===== src/rtl/core/hypergraph_clique_check_macros.svh =====
// Assertion macros shared by the clique check block.
`ifndef HYPERGRAPH_CLIQUE_CHECK_MACROS_SVH
`define HYPERGRAPH_CLIQUE_CHECK_MACROS_SVH

`ifndef SYNTHESIS

`define HCC_ASSERT_IMP(lbl, ante, cons, msg) \
	lbl: assert property (@(posedge clk) disable iff (!arst_n) (ante) |-> (cons)) \
		else $error(msg);

`define HCC_ASSERT_NXT(lbl, ante, cons, msg) \
	lbl: assert property (@(posedge clk) disable iff (!arst_n) (ante) |=> (cons)) \
		else $error(msg);

`else

`define HCC_ASSERT_IMP(lbl, ante, cons, msg)

`define HCC_ASSERT_NXT(lbl, ante, cons, msg)

`endif

`endif


===== src/rtl/core/hcc_pkg.sv =====
// Types, codes and fixed constants of the hypergraph clique check block.
package hcc_pkg;

	localparam int VERT_W     = 6;
	localparam int PAIR_AW    = 2 * VERT_W;
	localparam int PAIR_DEPTH = 1 << PAIR_AW;
	localparam int SIZE_W     = 6;

	localparam logic FUNC_LOAD = 1'b0;
	localparam logic FUNC_PUSH = 1'b1;

	typedef enum logic [1:0] {
		ST_DONE     = 2'd0,
		ST_DROP     = 2'd1,
		ST_OVERFLOW = 2'd2
	} status_t;

	typedef struct packed {
		logic              func;
		logic [VERT_W-1:0] vert_a;
		logic [VERT_W-1:0] vert_b;
		logic [VERT_W-1:0] vert_c;
		logic              last;
	} in_t;

	typedef struct packed {
		status_t           status;
		logic              is_clique;
		logic [SIZE_W-1:0] set_size;
	} out_t;

	typedef enum logic [3:0] {
		S_CLEAR,
		S_IDLE,
		S_LOAD_WR,
		S_CK_START,
		S_CK_LI,
		S_CK_PAIR,
		S_CK_BKT,
		S_CK_RK,
		S_CK_SCAN
	} state_t;

	typedef enum logic [2:0] {
		RD_ZERO,
		RD_J,
		RD_IP1,
		RD_JP1,
		RD_KP1
	} rd_sel_t;

	typedef enum logic [1:0] {
		RES_DROP,
		RES_OVF,
		RES_PASS,
		RES_FAIL
	} res_kind_t;

	typedef struct packed {
		logic      clr_wr;
		logic      load_rd;
		logic      load_wr;
		logic      push;
		logic      list_clear;
		logic      ck_init;
		logic      ci_latch;
		logic      i_next;
		logic      j_next;
		logic      pair_rd;
		logic      bkt_init;
		logic      k_next;
		logic      ck_latch;
		logic      scan_rd;
		logic      cand_re;
		rd_sel_t   rd_sel;
		logic      res_valid;
		res_kind_t res_kind;
	} cmd_t;

	typedef struct packed {
		logic clr_last;
		logic out_free;
		logic is_load;
		logic in_range;
		logic store_full;
		logic is_last;
		logic list_over;
		logic set_small;
		logic bkt_ok;
		logic l_lt_m;
		logic hit;
		logic k_last;
		logic j_more;
		logic i_more;
	} sts_t;

endpackage


===== src/rtl/core/hcc_ctrl.sv =====
// Controller state machine: sequences loads, pushes and the bucket scan.
module hcc_ctrl
	import hcc_pkg::*;
(
	input  logic clk,
	input  logic arst_n,
	input  logic in_valid,
	output logic in_ready,
	input  sts_t sts,
	output cmd_t cmd
);

	state_t state_q;
	state_t state_d;
	logic   accept;

	assign in_ready = (state_q == S_IDLE) && sts.out_free;
	assign accept   = in_valid && in_ready;

	always_ff @(posedge clk or negedge arst_n) begin
		if (!arst_n) begin
			state_q <= S_CLEAR;
		end else begin
			state_q <= state_d;
		end
	end

	// Next state.
	always_comb begin
		state_d = state_q;
		unique case (state_q)
			S_CLEAR: begin
				if (sts.clr_last) begin
					state_d = S_IDLE;
				end
			end
			S_IDLE: begin
				if (accept) begin
					if (sts.is_load) begin
						if (sts.in_range && !sts.store_full) begin
							state_d = S_LOAD_WR;
						end
					end else if (sts.is_last && !sts.list_over && !sts.set_small) begin
						state_d = S_CK_START;
					end
				end
			end
			S_LOAD_WR:  state_d = S_IDLE;
			S_CK_START: state_d = S_CK_LI;
			S_CK_LI:    state_d = S_CK_PAIR;
			S_CK_PAIR:  state_d = S_CK_BKT;
			S_CK_BKT: begin
				state_d = sts.bkt_ok ? S_CK_RK : S_IDLE;
			end
			S_CK_RK: begin
				state_d = sts.l_lt_m ? S_CK_SCAN : S_IDLE;
			end
			S_CK_SCAN: begin
				if (sts.hit) begin
					if (!sts.k_last) begin
						state_d = S_CK_RK;
					end else if (sts.j_more) begin
						state_d = S_CK_PAIR;
					end else if (sts.i_more) begin
						state_d = S_CK_LI;
					end else begin
						state_d = S_IDLE;
					end
				end else if (!sts.l_lt_m) begin
					state_d = S_IDLE;
				end
			end
			default: state_d = S_IDLE;
		endcase
	end

	// Commands to the datapath.
	always_comb begin
		cmd          = '0;
		cmd.rd_sel   = RD_ZERO;
		cmd.res_kind = RES_PASS;
		unique case (state_q)
			S_CLEAR: begin
				cmd.clr_wr = 1'b1;
			end
			S_IDLE: begin
				if (accept) begin
					if (sts.is_load) begin
						if (sts.in_range) begin
							if (sts.store_full) begin
								cmd.res_valid = 1'b1;
								cmd.res_kind  = RES_DROP;
							end else begin
								cmd.load_rd = 1'b1;
							end
						end
					end else begin
						cmd.push = 1'b1;
						if (sts.is_last) begin
							if (sts.list_over) begin
								cmd.res_valid  = 1'b1;
								cmd.res_kind   = RES_OVF;
								cmd.list_clear = 1'b1;
							end else if (sts.set_small) begin
								cmd.res_valid  = 1'b1;
								cmd.res_kind   = RES_PASS;
								cmd.list_clear = 1'b1;
							end
						end
					end
				end
			end
			S_LOAD_WR: begin
				cmd.load_wr = 1'b1;
			end
			S_CK_START: begin
				cmd.ck_init = 1'b1;
				cmd.cand_re = 1'b1;
				cmd.rd_sel  = RD_ZERO;
			end
			S_CK_LI: begin
				cmd.ci_latch = 1'b1;
				cmd.cand_re  = 1'b1;
				cmd.rd_sel   = RD_J;
			end
			S_CK_PAIR: begin
				cmd.pair_rd = 1'b1;
			end
			S_CK_BKT: begin
				if (sts.bkt_ok) begin
					cmd.bkt_init = 1'b1;
					cmd.cand_re  = 1'b1;
					cmd.rd_sel   = RD_JP1;
				end else begin
					cmd.res_valid  = 1'b1;
					cmd.res_kind   = RES_FAIL;
					cmd.list_clear = 1'b1;
				end
			end
			S_CK_RK: begin
				cmd.ck_latch = 1'b1;
				if (sts.l_lt_m) begin
					cmd.scan_rd = 1'b1;
				end else begin
					cmd.res_valid  = 1'b1;
					cmd.res_kind   = RES_FAIL;
					cmd.list_clear = 1'b1;
				end
			end
			S_CK_SCAN: begin
				if (sts.hit) begin
					if (!sts.k_last) begin
						cmd.k_next  = 1'b1;
						cmd.cand_re = 1'b1;
						cmd.rd_sel  = RD_KP1;
					end else if (sts.j_more) begin
						cmd.j_next  = 1'b1;
						cmd.cand_re = 1'b1;
						cmd.rd_sel  = RD_JP1;
					end else if (sts.i_more) begin
						cmd.i_next  = 1'b1;
						cmd.cand_re = 1'b1;
						cmd.rd_sel  = RD_IP1;
					end else begin
						cmd.res_valid  = 1'b1;
						cmd.res_kind   = RES_PASS;
						cmd.list_clear = 1'b1;
					end
				end else if (sts.l_lt_m) begin
					cmd.scan_rd = 1'b1;
				end else begin
					cmd.res_valid  = 1'b1;
					cmd.res_kind   = RES_FAIL;
					cmd.list_clear = 1'b1;
				end
			end
			default: begin
				cmd.rd_sel = RD_ZERO;
			end
		endcase
	end

endmodule


===== config.mk =====
export PLATFORM = sky130hd
export DESIGN_NAME = hcc_ctrl
export DESIGN_NICKNAME = d
export VERILOG_FILES = /design/src/rtl/core/hypergraph_clique_check_macros.svh /design/src/rtl/core/hcc_pkg.sv /design/src/rtl/core/hcc_ctrl.sv
export SDC_FILE = /design/constraint.sdc
export NUM_CORES = 1
export LEC_CHECK = 0
export BUFFER_PORTS_ARGS = -buffer_cell sky130_fd_sc_hd__buf_2
export CAP_MARGIN = 10
export CORE_MARGIN = 1.5
export CORE_UTILIZATION = 44
export DETAILED_ROUTE_END_ITERATION = 16
export HOLD_SLACK_MARGIN = 0.06
export PLACE_DENSITY_LB_ADDON = 0.1
export RECOVER_POWER = 50
export SLEW_MARGIN = 20
export SYNTH_ARGS = -nofsm -noshare
export SYNTH_HDL_FRONTEND = slang
export SYNTH_SLANG_ARGS = --single-unit

===== constraint.sdc =====
create_clock -name clk -period 2.71 [get_ports clk]
set_input_delay 0.6775 -clock clk [delete_from_list [all_inputs] [get_ports clk]]
set_output_delay 0.6775 -clock clk [all_outputs]
set_load 0.01 [all_outputs]

Yosys cells after proc, flatten, opt, wreduce, memory -nomap -nowiden --
Index checks and enable logic that the tools add are counted.
Operators by class: equality and inequality tests 13, mux-type cells 72, reductions and logical operators 11
Operators by type and width (count):
- 4-bit two-way mux | 13
- 3-bit two-way mux | 17
- 4-bit one-hot mux with 8 select lines | 1
- 1-bit two-way mux | 31
- 4-bit by 3-bit equality test with 1-bit output, second input constant | 4
- 3-bit one-hot mux with 4 select lines | 1
- 2-bit two-way mux | 5
- 3-bit one-hot mux with 3 select lines | 1
- 4-bit by 2-bit equality test with 1-bit output, second input constant | 2
- 3-bit by 2-bit inequality test with 1-bit output, second input constant | 2
- 1-bit logical AND | 5
- 5-bit AND reduction | 1
- 4-bit by 1-bit equality test with 1-bit output, second input constant | 1
- 4-bit equality test, second input constant | 1
- 4-bit zero test | 1
- 2-bit inequality test, second input constant | 2
- 1-bit one-hot mux with 4 select lines | 1
- 1-bit zero test | 3
- 3-bit inequality test, second input constant | 1
- 1-bit one-hot mux with 3 select lines | 1
- 1-bit one-hot mux with 2 select lines | 1
- 2-bit OR reduction | 1
Word-level totals: bits in registers 4, input bits 17, output and inout bits 22

Logic depth before layout (Yosys ltp) --
Gate-level depths: netlist of the first run.
word-level depth 7, gate-level depth with buffers 5

Worst setup path after synthesis of the first run --
Ideal clock, no wire load.
path type in2out, start in sts[2] (netlist bit), end out cmd[6] (netlist bit), arrival 1397 ps, data required time 2033 ps, path slack 635 ps, stages on the path 4, path buffers 0, cell sequence nor3b_1 and4bb_2 nor2_1 o21ai_0
RTL lines:
- start, declared | line hcc_ctrl.sv:9 | input sts_t sts,
- end, declared | line hcc_ctrl.sv:10 | output cmd_t cmd

==> results of run 1 <==
cell usage in the layout, fill, tap and decap left out, types with 5 or more instances in the layout:
master    instances
buf_2            30
nor2_1           12
clkbuf_1          8
o21ai_0           7
nand2_1           6
nor2b_1           5
worst reg2reg max path: stages (launching register included):
cell and delay, ns:
dfrtp_1 0.58, nor4b_4 0.37, nand3_1 0.23, o32ai_2 0.26
a32oi_1 0.14
cells by family after synthesis:
logic type,share of synthesized area
simple gates,0.4389
compound gates,0.2996
buf+inv,0.07594
flops,0.1688
mux,0.01688
metal layers:
layer | up-vias | track usage | share of wire
li1 | 372 | - | -
met2 | 25 | 0.3197 | 0.49
met5 | - | 0 | 0
met3 | 0 | 0.02273 | 0.055
met4 | 0 | 0.1034 | 0
met1 | 314 | 0.2458 | 0.46
cells in the mapped netlist:
cell type   n
a2111oi_2   1
a21o_1      1
a21oi_1     4
a2bb2oi_1   1
a31oi_1     1
a32oi_1     1
and2_1      1
and3_1      1
and4bb_2    1
buf_4       1
buf_6       2
dfrtp_1     4
inv_1       4
mux2i_1     1
nand2_1     6
nand2b_1    3
nand3_1     2
nand3_2     2
nor2_1     12
nor2b_1     5
nor3_1      4
nor3b_1     1
nor4_1      1
nor4b_4     2
o21a_1      4
o21ai_0     7
o21bai_1    1
o221ai_1    1
o22ai_1     1
o31ai_1     1
o32ai_2     1
or2_2       1
cell type report:
| type | instances | share of cell area |
|---|---|---|
| clock buffers | 3 | 0.02889 |
| inverters | 4 | 0.01926 |
| multi-input cells | 68 | 0.5682 |
| flip-flops and latches | 4 | 0.1284 |
| well taps | 15 | 0.02408 |
| repair buffers | 38 | 0.2311 |
power by group:
group | switching, mW | internal [mW] | total (mW)
Sequential | 0.0787 | 0.0844 | 0.163
Combinational | 0.212 | 0.172 | 0.384
Clock | 0.0223 | 0.0494 | 0.0717
final timing paths:
path | depth (start not counted) | endpoint | start
hold reg to reg | 2 | state_q[0] | state_q[2]
min in group clk | 2 | state_q[3] | sts[4]
max in group asynchronous | 1 | state_q[1] | arst_n
setup reg to reg | 4 | state_q[0] | state_q[3]
setup / recovery | 5 | cmd[16] | state_q[2]
hold / removal | 1 | state_q[3] | arst_n
stage by stage:
stage | total power, mW | cell area (um^2)
after floorplan | 0.4507 | 593.1
final | 0.6193 | 779.5
after global placement | 0.5571 | 772.0
after global routing | 0.6823 | 779.5
after CTS | 0.6330 | 794.5
after detailed placement | 0.5564 | 772.0
==> flow_summary.toml, run 1 <==
[detailed_routing]
wire_per_inst_um = 10.99
post-route-drc-count = 0
vias = 711
drtIter0Drc = 6
viasPerCell = 5.386
dr.pass1.iters = 4
wirelength_um = 1451
antenna_left = 0

[cells_and_area]
nFillCells = 128
diodes = 0
utilization = 0.6066
final_cell_count_no_fill = 132
regMostFlops = "state_q"
drive_above_1_share = 0.3419
area_growth_pct = 31.43
top_regs = "state_q: 4 flops"
multiInputGateArea_um2 = 442.9
final_nets = 136
final-seq-area_um2 = 100.1
largest_reg_flops = 4

[clock_tree]
cts.clk_slew.worst_paths_ns = 0.04
cts_resized = 0
clock_latency_ns = 0.23
post_cts_buffers = 0
numCtsBuffers = 3
cts_sinks = 4
cts_tree = "yes"
cts-root-buf = "clkbuf_4"
clock_path_buffers = 2
htree_levels = 1
cts_hold_buf = 0

[setup_path]
path_cells = "nand2b_1 -> a2111oi_2 -> a31oi_1 -> o31ai_1 -> buf_2"
cp.required_ns = 2.03
cpMaxStageDelayCell = "dfrtp_1"
arrival_ns = 1.81
path_class = "reg2out"
cp_num_buf_inv = 1
slowest_delay_ns = 0.60
crit_family = "compound AO/OA/AOI/OAI gates"
cp-start-kind = "flip-flop"
worst-path-max-fanout = 11
r2r_slack_ns = 1.00
end_kind = "output port"

[logic_synthesis]
syn_area_um2 = 593.1
synth_top_area_cell = "dfrtp_1"
syn_nets = 96
yosys-top-cells-area = "dfrtp_1 17%, nor4b_4 8.0%, nor2_1 7.6%"
synth_top_area_frac = 0.1688
ys_ff_latch = 4
ys_seq_area_frac = 0.1688
syn_inst = 79
synth_warnings = 0
synth.distinct_cells = 32
avgSynthCellArea_um2 = 7.507

[floorplanning]
die_w_um = 39.72
start_util = 0.4615
dieArea_um2 = 1577
die_h_um = 39.72
ios = 39
coreArea_um2 = 1285
rows = 13

[sta]
fmax_mhz = 401.5
whs_ns = 0.2585
finalCritPeriodShare = 0.9191
finalSetupViolCount = 0
tns_ns = 0
finalClockSkew_ns = 0.005742
slew_violations = 0
tightest_slew_ns = 0.4366
fin_crit_ns = 2.491
rsz0062_at_grt = "false"
worst_slack_ns = 0.2193
timing.slew.headroom = 0.7089
final_hold_viol_count = 0

[global_routing]
grt_pass1_wl_um = 2049
gr-total-overflow = 0
gr-usage-all-layers = 0.1958
grt_antenna_before_repair = 0
grt_max_degree = 12
first_global_vias = 502

[flow_run]
max_cap_viol_count = 0

[worst_hold_path]
hold_class = "in2async"

[place]
numPortBuffers = 38
dp_hpwl_um = 1189
place_ws_ns = 0.3828
place_congestion = 0.7508
place_inst = 129

[power]
vdd_drop_max_uv = 734.5
pwr_density_cell_nw_per_um2 = 794.4
p_leak_nw = 0.3638

[status]
run_status = "finished, final reports clean"
No activity file was read; power rests on OpenSTA's default activity.
==> run 2: changes to the inputs <==
Settings changed: ABC_AREA set to 1, CORE_UTILIZATION 44 to 45.
==> run 2 against run 1 <==
  * Clock skew increased by 0.0026 ns
  * Sequential share of layout area decreased by 1.4 points
  * Core utilization increased by 4.7 points
  * Routed wire length increased by 16%
  * Critical endpoint is now cmd[0]
==> flow_summary.toml, run 2 <==
[status]
run_status = "finished, final reports clean"

[cells_and_area]
final_common_cell = "buf_2"
largest_reg_flops = 4
nFillCells = 141
final_cell_count_no_fill = 174
diodes = 0
drive_above_1_share = 0.3522
layout_common_cells = "34 x buf_2, 30 x nand2_1, 24 x inv_1, 16 x nor2_1, 12 x nand3_1"
final_nets = 178
area_growth_pct = 32.26
regMostFlops = "state_q"
top_regs = "state_q: 4 flops"

[clock_tree]
cts_sinks = 4
cts-root-buf = "clkbuf_4"
cts_hold_buf = 0
cts_resized = 0
cts_tree = "yes"
numCtsBuffers = 3
cts.clk_slew.worst_paths_ns = 0.04
post_cts_buffers = 0
clock_latency_ns = 0.24
clock_path_buffers = 2
htree_levels = 1

[sta]
finalCritPeriodShare = 0.8768
tns_ns = 0
finalClockSkew_ns = 0.008317
tightest_slew_ns = 0.2839
fmax_mhz = 420.9
fin_crit_ns = 2.376
rsz0062_at_grt = "false"
worst_slack_ns = 0.3340
finalSetupViolCount = 0
slew_violations = 0
timing.slew.headroom = 0.8100
final_hold_viol_count = 0

[place]
numPortBuffers = 38
place_congestion = 0.8009
place_inst = 171
place_ws_ns = 0.5285
dp_hpwl_um = 1464

[worst_hold_path]
hold_class = "in2async"

[floorplanning]
start_util = 0.4944
rows = 13
ios = 39
coreArea_um2 = 1334
die_h_um = 41.28
die_w_um = 41.28
dieArea_um2 = 1704

[power]
vdd_drop_max_uv = 398.6
p_sw_mw = 0.3138
p_leak_nw = 0.6074
swShare = 0.5354
p_seq_frac = 0.195
p_int_mw = 0.2723
pwr-share-clk = 0.128
pwr_density_cell_nw_per_um2 = 672.0
p_comb_frac = 0.677

[setup_path]
worst-path-max-fanout = 7
end_kind = "output port"
path_class = "reg2out"
arrival_ns = 1.70
cp-start-kind = "flip-flop"
r2r_cells = 8
crit_top_cell = "nand3_1"
slowest_delay_ns = 0.44
path_cells = "nor2_1 -> nand2_1 -> clkinvlp_2 -> nand3_1 -> nand3_1 -> o21bai_1 -> buf_2"
cpMaxStageDelayCell = "dfrtp_1"
cp.required_ns = 2.03

[logic_synthesis]
synth.distinct_cells = 24
ys_ff_latch = 4
syn_nets = 135
ys.flop_type = "dfrtp_1"
syn_area_um2 = 659.4
synth-edff-count = 0
synth-async-reset-ratio = 1.000
synth_warnings = 0
synth_common_cells = "28 x nand2_1, 22 x inv_1, 15 x nor2_1"
yosysMostFrequentCell = "nand2_1"
avgSynthCellArea_um2 = 5.588
yosys-top-cells-area = "nand2_1 16%, dfrtp_1 15%, inv_1 13%"
ys_seq_area_frac = 0.1518
syn_inst = 118
synth_top_area_cell = "nand2_1"
synth_top_area_frac = 0.1594

[detailed_routing]
wire_per_inst_um = 9.701
antenna_left = 0
viasPerCell = 4.856
dr.pass1.iters = 4
post-route-drc-count = 0
vias = 845
wirelength_um = 1688
drtIter0Drc = 13

[global_routing]
gr-usage-all-layers = 0.2062
first_global_vias = 635
grt_antenna_before_repair = 0
gr-total-overflow = 0
grt_max_degree = 8
grt_pass1_wl_um = 2380

[flow_run]
max_cap_viol_count = 0
[run 2: cell count changes in the layout (fill, tap and decap cells not counted), sizes merged, moves of 5 or more]
cell   previous run  this run
nand3             4        12
nor2             12        21
nand2             6        36
inv               4        26
nor2b             5         0
[run 2: routing by layer]
metal / global-route usage / wire length, um / vias up
met5: 0 / 0 / -
met4: 0.02419 / 0 / 0
met1: 0.2389 / 769 / 368
met2: 0.3984 / 820 / 35
met3: 0.03261 / 98 / 0
li1: - / - / 442
[run 2: worst paths after layout]
kind,slack [ns],endpoint,from
hold reg to reg,0.60,state_q[0],state_q[0]
max in group asynchronous,2.24,state_q[0],arst_n
hold / removal,0.27,state_q[2],arst_n
setup / recovery,0.33,cmd[0],state_q[0]
setup reg to reg,1.18,state_q[0],state_q[0]
min in group clk,0.60,state_q[0],state_q[0]
[run 2: cell type report]
type,count,area (um^2),share of cell area
timing repair buffer,38,185.2,0.2123
sequential,4,100.1,0.1148
tap,15,18.77,0.02152
inverter,28,107.6,0.1234
multi-input combinational,86,437.9,0.5022
clock buffer,3,22.52,0.02582
[run 2: cell families (layout without fill, tap and decap cells)]
logic type / after synthesis / count (layout) / synth area share
AO/OA/AOI/OAI: 9 / 9 / 0.08159
AND/OR/NAND/NOR: 77 / 77 / 0.6015
flip-flops: 4 / 4 / 0.1518
buffers and inverters: 28 / 69 / 0.1651
[run 2: power groups by stage]
stage,Sequential [mW],Clock (mW),Combinational [mW]
floorplan,0.110,0,0.301
global placement,0.118,0,0.405
detailed placement,0.118,0,0.411
CTS,0.118,0.0756,0.412
global route,0.117,0.0838,0.449
finish,0.115,0.0748,0.397
[run 2: critical path: cells and delay by family (launching register included)]
| kind | cells | cell delay (ns) |
|---|---|---|
| simple gates | 4 | 0.61 |
| compound gates | 1 | 0.10 |
| flops | 1 | 0.44 |
| buf+inv | 2 | 0.32 |
[run 2: per-stage QoR]
step,power (mW),cell area (um^2),util,hold WS (ns)
2_1_floorplan,0.4113,659.4,-,0.3819
3_3_place_gp,0.5229,868.3,0.6510,0.4813
3_5_place_dp,0.5287,868.3,0.6510,0.4867
4_1_cts,0.6056,890.9,0.6679,0.2371
5_1_grt,0.6503,872.1,0.6538,0.2742
6_report,0.5861,872.1,0.6538,0.2674
==> run 3: changes to the inputs <==
==> constraint.sdc (replaced) <==
create_clock -name clk -period 3.01 [get_ports clk]
set_input_delay 0.4515 -clock clk [delete_from_list [all_inputs] [get_ports clk]]
set_output_delay 0.4515 -clock clk [all_outputs]
set_load 0.01 [all_outputs]
==> run 3 against run 2 <==
  * First-iteration DRC count rose by 110%
  * Critical path depth rose by 2
  * Sequential share of layout area barely moved
  * Register-to-register slack improved by 0.33 ns
  * Sequential power fell by 13%
  * Hold slack improved by 0.27 ns
  * Routed wire length rose by 2.1%
  * Total power fell by 10%
  * Global-route usage rose by 1.2 points
  * Critical path type unchanged
==> flow_summary.toml, run 3 (synthesized netlist as in run 2, its figures left out) <==
[sta]
finalCritPeriodShare = 0.7190
rsz0062_at_grt = "false"
fin_crit_ns = 2.164
finalSetupViolCount = 0
slew_violations = 0
tns_ns = 0
fmax_mhz = 462.1
timing.slew.headroom = 0.7806
final_hold_viol_count = 0
worst_slack_ns = 0.8458
finalClockSkew_ns = 0.005313
tightest_slew_ns = 0.3279

[cells_and_area]
drive_above_1_share = 0.3438
final_cell_count_no_fill = 175
top_regs = "state_q: 4 flops"
final_nets = 179
largest_reg_flops = 4
regMostFlops = "state_q"
final_common_cell = "buf_2"
area_growth_pct = 32.64
final_cell_area_um2 = 874.6
layout_common_cells = "34 x buf_2, 30 x nand2_1, 24 x inv_1, 17 x nor2_1, 12 x nand3_1"
diodes = 0

[place]
numPortBuffers = 38
placed_cell_area_um2 = 868.3
dp_hpwl_um = 1481
place_inst = 171
place_congestion = 0.7899
place_ws_ns = 1.241

[clock_tree]
clock_latency_ns = 0.24
cts.clk_slew.worst_paths_ns = 0.04
cts-root-buf = "clkbuf_4"
cts_tree = "yes"
clock_path_buffers = 2
cts_sinks = 4
post_cts_buffers = 0
numCtsBuffers = 3
htree_levels = 1

[power]
p_seq_frac = 0.190
p_leak_nw = 0.6105
swShare = 0.5350
p_comb_frac = 0.682
vdd_drop_max_uv = 266.9
p_sw_mw = 0.2817
p_int_mw = 0.2448
pwr-share-clk = 0.128
pwr_density_cell_nw_per_um2 = 602.0

[detailed_routing]
viasPerCell = 4.949
wire_per_inst_um = 9.846
vias = 866
antenna_left = 0
dr.pass1.iters = 5
drtIter0Drc = 27
wirelength_um = 1723
post-route-drc-count = 0

[worst_hold_path]
hold_class = "in2reg"

[floorplanning]
dieArea_um2 = 1704
start_util = 0.4944
ios = 39
die_w_um = 41.28
coreArea_um2 = 1334
rows = 13
die_h_um = 41.28

[flow_run]
max_cap_viol_count = 0

[status]
run_status = "finished, final reports clean"

[setup_path]
endpoint = "cmd[16]"
r2r_cells = 8
cp.required_ns = 2.56
cp-start-kind = "flip-flop"
end_kind = "output port"
r2r-start = "state_q[0]"
worstReg2RegEnd = "state_q[0]"
worst-path-max-fanout = 7
r2r_slack_ns = 1.51
path_class = "reg2out"
arrival_ns = 1.71
crit_path_start = "state_q[0]"

[global_routing]
first_global_vias = 638
gr-usage-all-layers = 0.2180
grt_antenna_before_repair = 0
gr-total-overflow = 0
grt_max_degree = 8
grt_pass1_wl_um = 2421
==> run 3: cell types whose count changed in the layout (fill, tap and decap cells not counted), sizes merged <==
cell and delta:
dlygate4sd3 +1
==> run 3: timing repair <==
item	CTS	global route
resized for setup	0	0
hold buffers	1	0
hold endpoints to repair	4	0
==> run 3: power by group through the flow <==
| stage | registers, mW | logic (mW) | clock network, mW |
|---|---|---|---|
| after floorplan | 0.0992 | 0.271 | 0 |
| after global placement | 0.103 | 0.365 | 0 |
| after detailed placement | 0.104 | 0.373 | 0 |
| after CTS | 0.104 | 0.376 | 0.0687 |
| after global routing | 0.103 | 0.404 | 0.0747 |
| final | 0.0999 | 0.359 | 0.0674 |
==> run 3: worst min-delay path by stage <==
stage	slack (ns)	startpoint	depth (start not counted)	to
2_1_floorplan	0.16	arst_n	0	state_q[0]
3_3_place_gp	0.26	arst_n	1	state_q[2]
3_5_place_dp	0.26	arst_n	1	state_q[2]
4_1_cts	0.54	arst_n	2	state_q[2]
5_1_grt	0.56	sts[5]	3	state_q[2]
6_report	0.54	sts[5]	3	state_q[2]
==> run 3: metal layers <==
metal | GRT usage | share of wire | vias to the layer above
li1 | - | - | 446
met1 | 0.2476 | 0.41 | 380
met2 | 0.3945 | 0.50 | 36
met3 | 0.04891 | 0.076 | 4
met4 | 0.07258 | 0.016 | 0
met5 | 0 | 0 | -
==> run 3: layout make-up <==
type	count	area, um^2
Inverter	28	107.6
Fill cell	136	459.2
Timing Repair Buffer	39	195.2
Clock buffer	3	22.52
Sequential cell	4	100.1
Tap cell	15	18.77
Multi-Input combinational cell	86	430.4
==> run 3: per-stage QoR <==
| step | util | power (mW) | hold WS [ns] |
|---|---|---|---|
| CTS | 0.6754 | 0.5491 | 0.5414 |
| floorplan | - | 0.3703 | 0.1559 |
| detailed placement | 0.6510 | 0.4771 | 0.2581 |
| finish | 0.6557 | 0.5265 | 0.5407 |
| global route | 0.6557 | 0.5814 | 0.5604 |
| global placement | 0.6510 | 0.4675 | 0.2573 |
==> run 3: critical path, stage by stage (launching register included) <==
cell,delay [ns]
dfrtp_1,0.43
inv_1,0.10
nor2_1,0.28
nand2_4,0.11
nor3_4,0.19
nand2_2,0.09
clkinv_2,0.05
nand2_1,0.04
nand2_1,0.06
buf_2,0.12
